--- config.mk ---
export PLATFORM = sky130hd
export DESIGN_NAME = skin_weight_quantizer_top
export DESIGN_NICKNAME = d
export VERILOG_FILES = /design/src/swq_pkg.sv /design/src/swq_sort.sv /design/src/swq_div_cell.sv /design/src/swq_round.sv /design/src/skin_weight_quantizer_top.sv
export SDC_FILE = /design/constraint.sdc
export NUM_CORES = 2
export LEC_CHECK = 0
export BUFFER_PORTS_ARGS = -buffer_cell sky130_fd_sc_hd__buf_2
export CORE_MARGIN = 2
export CORE_UTILIZATION = 57
export CTS_CLUSTER_SIZE = 30
export DETAILED_ROUTE_END_ITERATION = 8
export GPL_TIMING_DRIVEN = 0
export PLACE_DENSITY = 0.77
export SETUP_SLACK_MARGIN = 0.5
export SLEW_MARGIN = 20
export SYNTH_ARGS = -nofsm -noshare
export SYNTH_HDL_FRONTEND = slang
export SYNTH_SLANG_ARGS = --single-unit
--- constraint.sdc ---
create_clock -name i_clk -period 12.25 [get_ports i_clk]
set_clock_uncertainty 0.1 [all_clocks]
set_input_delay 0.6125 -clock i_clk [delete_from_list [all_inputs] [get_ports i_clk]]
set_output_delay 0.6125 -clock i_clk [all_outputs]
set_load 0.02 [all_outputs]
--- src/swq_pkg.sv ---
// shared types and constants for the skin weight quantizer
package swq_pkg;

    localparam int N_INF      = 4;
    localparam int Q_BITS     = 8;
    localparam int W_BITS     = 15;
    localparam int S_BITS     = 17;
    localparam int P_BITS     = 23;
    localparam int FULL_SCALE = 255;

    typedef struct packed {
        logic                              valid;
        logic [S_BITS-1:0]                 sum;
        logic [N_INF-1:0][7:0]             joint;
        logic [N_INF-1:0][P_BITS-1:0]      rem;
        logic [N_INF-1:0][Q_BITS-1:0]      q;
    } t_item;

endpackage

--- src/swq_sort.sv ---
// clamp register, sorting network and product setup for the divider chain
module swq_sort (
    input  logic                                  i_clk,
    input  logic                                  i_rst_n,
    input  logic                                  i_valid,
    input  logic [swq_pkg::N_INF-1:0][15:0]       i_joint,
    input  logic [swq_pkg::N_INF-1:0][15:0]       i_weight,
    output swq_pkg::t_item                        o_item
);
    import swq_pkg::*;

    logic                          r_valid;
    logic [N_INF-1:0][15:0]        r_joint;
    logic [N_INF-1:0][W_BITS-1:0]  r_weight;
    t_item                         r_item;
    t_item                         n_item;

    logic [N_INF-1:0][15:0]        s_j;
    logic [N_INF-1:0][W_BITS-1:0]  s_w;

    // lower position must come first: heavier, or equal and lower joint
    function automatic logic in_order(input logic [W_BITS-1:0] wa, input logic [15:0] ja,
                                      input logic [W_BITS-1:0] wb, input logic [15:0] jb);
        in_order = (wa > wb) || ((wa == wb) && (ja <= jb));
    endfunction

    always_ff @(posedge i_clk) begin
        if (!i_rst_n) begin
            r_valid <= 1'b0;
        end else begin
            r_valid <= i_valid;
        end
        r_joint <= i_joint;
        for (int l = 0; l < N_INF; l++) begin
            r_weight[l] <= i_weight[l][15] ? '0 : i_weight[l][W_BITS-1:0];
        end
    end

    always_comb begin
        logic [W_BITS-1:0] tw;
        logic [15:0]       tj;
        logic [S_BITS-1:0] acc;
        tw  = '0;
        tj  = '0;
        s_j = r_joint;
        s_w = r_weight;
        // five comparator network for four entries
        if (!in_order(s_w[0], s_j[0], s_w[1], s_j[1])) begin
            tw = s_w[0]; s_w[0] = s_w[1]; s_w[1] = tw;
            tj = s_j[0]; s_j[0] = s_j[1]; s_j[1] = tj;
        end
        if (!in_order(s_w[2], s_j[2], s_w[3], s_j[3])) begin
            tw = s_w[2]; s_w[2] = s_w[3]; s_w[3] = tw;
            tj = s_j[2]; s_j[2] = s_j[3]; s_j[3] = tj;
        end
        if (!in_order(s_w[0], s_j[0], s_w[2], s_j[2])) begin
            tw = s_w[0]; s_w[0] = s_w[2]; s_w[2] = tw;
            tj = s_j[0]; s_j[0] = s_j[2]; s_j[2] = tj;
        end
        if (!in_order(s_w[1], s_j[1], s_w[3], s_j[3])) begin
            tw = s_w[1]; s_w[1] = s_w[3]; s_w[3] = tw;
            tj = s_j[1]; s_j[1] = s_j[3]; s_j[3] = tj;
        end
        if (!in_order(s_w[1], s_j[1], s_w[2], s_j[2])) begin
            tw = s_w[1]; s_w[1] = s_w[2]; s_w[2] = tw;
            tj = s_j[1]; s_j[1] = s_j[2]; s_j[2] = tj;
        end

        acc = '0;
        for (int l = 0; l < N_INF; l++) begin
            acc = acc + S_BITS'(r_weight[l]);
        end

        n_item.valid = r_valid;
        n_item.sum   = acc;
        for (int l = 0; l < N_INF; l++) begin
            n_item.joint[l] = s_j[l][7:0];
            // w*255 as (w << 8) - w
            n_item.rem[l]   = {s_w[l], 8'd0} - P_BITS'(s_w[l]);
            n_item.q[l]     = '0;
        end
    end

    always_ff @(posedge i_clk) begin
        if (!i_rst_n) begin
            r_item.valid <= 1'b0;
        end else begin
            r_item.valid <= n_item.valid;
        end
        r_item.sum   <= n_item.sum;
        r_item.joint <= n_item.joint;
        r_item.rem   <= n_item.rem;
        r_item.q     <= n_item.q;
    end

    assign o_item = r_item;

endmodule

--- src/swq_div_cell.sv ---
// one restoring division cell: resolves one quotient bit for all four lanes
module swq_div_cell #(
    parameter int BIT = 0
) (
    input  logic            i_clk,
    input  logic            i_rst_n,
    input  swq_pkg::t_item  i_item,
    output swq_pkg::t_item  o_item
);
    import swq_pkg::*;

    t_item r_item;
    t_item n_item;

    always_comb begin
        logic [P_BITS:0] d;
        n_item = i_item;
        d = (P_BITS+1)'(i_item.sum) << BIT;
        for (int l = 0; l < N_INF; l++) begin
            if ({1'b0, i_item.rem[l]} >= d) begin
                n_item.rem[l]    = i_item.rem[l] - d[P_BITS-1:0];
                n_item.q[l][BIT] = 1'b1;
            end
        end
    end

    always_ff @(posedge i_clk) begin
        if (!i_rst_n) begin
            r_item.valid <= 1'b0;
        end else begin
            r_item.valid <= n_item.valid;
        end
        r_item.sum   <= n_item.sum;
        r_item.joint <= n_item.joint;
        r_item.rem   <= n_item.rem;
        r_item.q     <= n_item.q;
    end

    assign o_item = r_item;

endmodule

--- src/swq_round.sv ---
// leftover unit distribution by largest remainder and output register
module swq_round (
    input  logic                                  i_clk,
    input  logic                                  i_rst_n,
    input  swq_pkg::t_item                        i_item,
    output logic                                  o_valid,
    output logic [swq_pkg::N_INF-1:0][7:0]        o_joint,
    output logic [swq_pkg::N_INF-1:0][7:0]        o_weight
);
    import swq_pkg::*;

    logic                   r_valid;
    logic [N_INF-1:0][7:0]  r_joint;
    logic [N_INF-1:0][7:0]  r_weight;
    logic [N_INF-1:0][7:0]  n_joint;
    logic [N_INF-1:0][7:0]  n_weight;

    always_comb begin
        logic [9:0]        total;
        logic [9:0]        left;
        logic [2:0]        rank;
        logic [Q_BITS-1:0] qv;
        total = '0;
        for (int l = 0; l < N_INF; l++) begin
            total = total + 10'(i_item.q[l]);
        end
        left = 10'(FULL_SCALE) - total;
        for (int l = 0; l < N_INF; l++) begin
            // lanes ahead in the remainder order, ties to the lower position
            rank = '0;
            for (int k = 0; k < N_INF; k++) begin
                if (k != l) begin
                    if ((i_item.rem[k] > i_item.rem[l]) ||
                        ((i_item.rem[k] == i_item.rem[l]) && (k < l))) begin
                        rank = rank + 3'd1;
                    end
                end
            end
            qv = i_item.q[l];
            if (10'(rank) < left) begin
                qv = qv + 8'd1;
            end
            if (i_item.sum == '0) begin
                n_weight[l] = (l == 0) ? 8'(FULL_SCALE) : 8'd0;
                n_joint[l]  = 8'd0;
            end else begin
                n_weight[l] = qv;
                n_joint[l]  = (qv != '0) ? i_item.joint[l] : 8'd0;
            end
        end
    end

    always_ff @(posedge i_clk) begin
        if (!i_rst_n) begin
            r_valid <= 1'b0;
        end else begin
            r_valid <= i_item.valid;
        end
        r_joint  <= n_joint;
        r_weight <= n_weight;
    end

    assign o_valid  = r_valid;
    assign o_joint  = r_joint;
    assign o_weight = r_weight;

endmodule

--- src/skin_weight_quantizer_top.sv ---
// top level of the skin weight quantizer
// takes one vertex request in every cycle (busy stays low) and delivers its
// quantized influences as a one-cycle o_valid strobe after passing through the
// clamp and sort stages, eight division cells (one quotient bit each) and
// the remainder distribution stage. results cannot be stalled.
module skin_weight_quantizer_top (
    input  logic        i_clk,
    input  logic        i_rst_n,
    input  logic        start,
    output logic        busy,
    input  logic [15:0] i_joint_in_0,
    input  logic [15:0] i_joint_in_1,
    input  logic [15:0] i_joint_in_2,
    input  logic [15:0] i_joint_in_3,
    input  logic signed [15:0] i_weight_in_0,
    input  logic signed [15:0] i_weight_in_1,
    input  logic signed [15:0] i_weight_in_2,
    input  logic signed [15:0] i_weight_in_3,
    output logic        o_valid,
    output logic [7:0]  o_joint_out_0,
    output logic [7:0]  o_joint_out_1,
    output logic [7:0]  o_joint_out_2,
    output logic [7:0]  o_joint_out_3,
    output logic [7:0]  o_weight_out_0,
    output logic [7:0]  o_weight_out_1,
    output logic [7:0]  o_weight_out_2,
    output logic [7:0]  o_weight_out_3
);
    import swq_pkg::*;

    logic [N_INF-1:0][15:0] s_joint;
    logic [N_INF-1:0][15:0] s_weight;
    logic [N_INF-1:0][7:0]  s_jout;
    logic [N_INF-1:0][7:0]  s_wout;
    t_item                  s_chain [Q_BITS+1];

    assign busy = 1'b0;

    assign s_joint  = {i_joint_in_3, i_joint_in_2, i_joint_in_1, i_joint_in_0};
    assign s_weight = {i_weight_in_3, i_weight_in_2, i_weight_in_1, i_weight_in_0};

    swq_sort u_sort (
        .i_clk    (i_clk),
        .i_rst_n  (i_rst_n),
        .i_valid  (start),
        .i_joint  (s_joint),
        .i_weight (s_weight),
        .o_item   (s_chain[0])
    );

    // most significant quotient bit first
    for (genvar g = 0; g < Q_BITS; g++) begin : g_div
        swq_div_cell #(
            .BIT (Q_BITS - 1 - g)
        ) u_cell (
            .i_clk   (i_clk),
            .i_rst_n (i_rst_n),
            .i_item  (s_chain[g]),
            .o_item  (s_chain[g+1])
        );
    end

    swq_round u_round (
        .i_clk    (i_clk),
        .i_rst_n  (i_rst_n),
        .i_item   (s_chain[Q_BITS]),
        .o_valid  (o_valid),
        .o_joint  (s_jout),
        .o_weight (s_wout)
    );

    assign o_joint_out_0  = s_jout[0];
    assign o_joint_out_1  = s_jout[1];
    assign o_joint_out_2  = s_jout[2];
    assign o_joint_out_3  = s_jout[3];
    assign o_weight_out_0 = s_wout[0];
    assign o_weight_out_1 = s_wout[1];
    assign o_weight_out_2 = s_wout[2];
    assign o_weight_out_3 = s_wout[3];

endmodule
==> qor.yml <==
synth:
  synth-edff-count: 0
  syn_nets: 10200
  async_flop_share: 0
  synthCells: 9057
  syn-cell-area_sq_um: 81900
  synthDistinctLibCells: 118
  ys_seq_area_frac: 0.394
  ys_top_cells_by_count: "dfxtp_1, ha_1, inv_1"
  ys_warn_count: 0
  synth_top_area_cell: "dfxtp_1"
  synth_flop_cell: "dfxtp_1"
  synth_top_area_frac: 0.394
  syn_avg_cell_area_sq_um: 9.04
  ys_ff_latch: 1612
  synth.most_common_cell: "dfxtp_1"
  synth_area_leaders: "dfxtp_1, ha_1, a21oi_1"
setup_path:
  crit_path_frequent_cell: "buf_6"
  crit_path_end_kind: "register"
  max_stage_delay_ns: 0.43
  cp.required_ns: 12.81
  startpoint_type: "register"
  slowest_stage: "or4_1"
  arrival_ns: 12.03
  crit_fanout: 10
  crit_type: "reg -> reg"
cts:
  clockBufferDepth: 3
  path_clk_slew_ns: 0.06
  clockRootBuffer: "clkbuf_16"
  insertion_delay_ns: 0.83
  cts_buffers: 162
  cts_tree: "built"
  clock-sinks: 1612
  cts_max_level: 4
drt:
  vias: 68300
  drt_first_pass_iters: 6
  routedWlPerCell_microns: 23.4
  finalWirelength_microns: 273000
  first_iter_violations: 5670
  routed_via_density: 5.87
  drcViolationCount: 0
  final_antenna_net_count: 0
global_routing:
  grt_pass1_wl_microns: 399000
  first_global_vias: 65700
  grt_busiest_layer: "met2"
  antenna_found_initial: 19
  use_met1: 0.443
  overflow: 0
  grt_max_degree: 17
  track_usage: 0.361
  met2_usage: 0.592
  grt_use_met3: 0.0583
timing:
  fmax_ghz: 0.0872
  max_slew_margin: 0.195
  slew_viol_final: 0
  setup_viol: 0
  rsz0062_at_grt: "yes"
  worst_pin_slew_ns: 1.19
  hold_violations: 0
  min_period_ns: 11.47
  setup-tns-final_ns: 0
  fin_crit_sh: 0.936
place:
  gp_congestion: 1.01
  place_inst: 11200
  port-buffer-count: 195
  hpwlAfterDp_microns: 217000
floorplanning:
  coreArea_sq_um: 143000
  ios: 197
  initial_core_util: 0.572
  die_h_microns: 383
  die_area_sq_um: 147000
  rows: 139
  die_x_microns: 383
final_layout:
  seq_area_sq_um: 32300
  fin_nets: 10700
  multi_input_comb_area_sq_um: 46100
  syn2layout_area_growth_pct: 13.7
  fin_cells: 11600
  fillCellCount: 11800
  drive_above_1_share: 0.0851
outcome:
  status: "finished, final reports clean"
run:
  max_cap_viol_count: 0
worst_hold_path:
  hp-class: "in -> reg"
## worst paths after layout
path	slack (ns)	cells past startpoint	endpoint	start
setup reg to reg	0.78	52	u_sort.o_item[75]$_DFF_P_	u_sort.r_weight[59]$_SDFF_PP0_
setup / recovery	0.78	52	u_sort.o_item[75]$_DFF_P_	u_sort.r_weight[59]$_SDFF_PP0_
hold reg to reg	0.20	0	g_div[5].u_cell.o_item[138]$_DFF_P_	g_div[4].u_cell.o_item[138]$_DFF_P_
hold / removal	0.05	2	u_sort.r_weight[47]$_SDFF_PP0_	i_weight_in_3[15]
## cells in the final DEF (no fill, tap or decap), types with 146 or more instances in the layout
cell,synthesis,final
xor2_1,173,173
buf_2,11,203
dfxtp_1,1612,1612
xnor2_1,367,367
o21ai_0,584,576
ha_1,925,923
a21boi_0,180,180
a21o_1,226,226
a21oi_1,696,677
nand4_1,158,158
inv_1,826,826
nand2_1,653,653
clkbuf_16,0,162
nor2_1,756,752
clkbuf_1,150,146
nor2b_1,195,195
## layout make-up
cell class,count,area share
Sequential cell,1612,0.347
Multi-Input combinational cell,6426,0.495
Timing Repair Buffer,353,0.0272
Tap cell,1903,0.0256
Buffer,190,0.0109
Clock buffer,214,0.0492
Clock inverter,83,0.0117
Antenna cell,23,0.000618
Inverter,829,0.0334
## per-stage QoR
step	cell area (sq um)	hold WS, ns	util	worst slack (ns)
2_1_floorplan	81900	0.210	-	0.509
5_1_grt	93100	0.0319	0.650	0.374
3_3_place_gp	85300	0.210	0.596	-4.65
3_5_place_dp	85300	0.212	0.596	-4.24
4_1_cts	92700	0.00432	0.648	0.511
6_report	93100	0.0546	0.650	0.784
## state kept, by name, summed over array words and instances, names as in the netlist
| register | cells |
|---|---|
| g_div.u_cell.o_item | 1280 |
| u_sort.o_item | 142 |
| u_sort.r_joint | 64 |
| u_sort.r_weight | 60 |
| u_round.o_joint | 32 |
| u_round.o_weight | 32 |
| u_round.o_valid | 1 |
| u_sort.r_valid | 1 |
## metal layers
layer | wire [microns] | share of wire
met5 | 63 | 0.00023
met1 | 110000 | 0.40
met2 | 125000 | 0.46
met4 | 19900 | 0.073
met3 | 18500 | 0.068
## worst max-delay path: cells and delay by family, from the launching register on
family / cells / cell delay [ns]
AOI/OAI and AO/OA: 19 / 3.80
adders and majority gates: 4 / 1.29
and+or+nand+nor: 8 / 2.04
muxes: 1 / 0.26
xor gates and xnor gates: 1 / 0.14
DFF: 1 / 0.36
buffers and inverters: 19 / 3.30
## cell families after synthesis
| group | synth area share |
|---|---|
| compound gates | 0.170 |
| buf+inv | 0.0478 |
| fa+ha+maj | 0.156 |
| xor+xnor | 0.0577 |
| other cells | 0.0000458 |
| mux | 0.0308 |
| flops | 0.394 |
| simple gates | 0.144 |
## timing repair
action,CTS,global route
endpoints found under the setup margin,71,25
pin swaps,5,18
hold endpoints to repair,126,0
buffers inserted,7,8
gates resized for setup,85,90
hold buffers,143,0
Power is not shown: default switching activity piles up to over one toggle a cycle in this logic, so the estimate is an artifact.
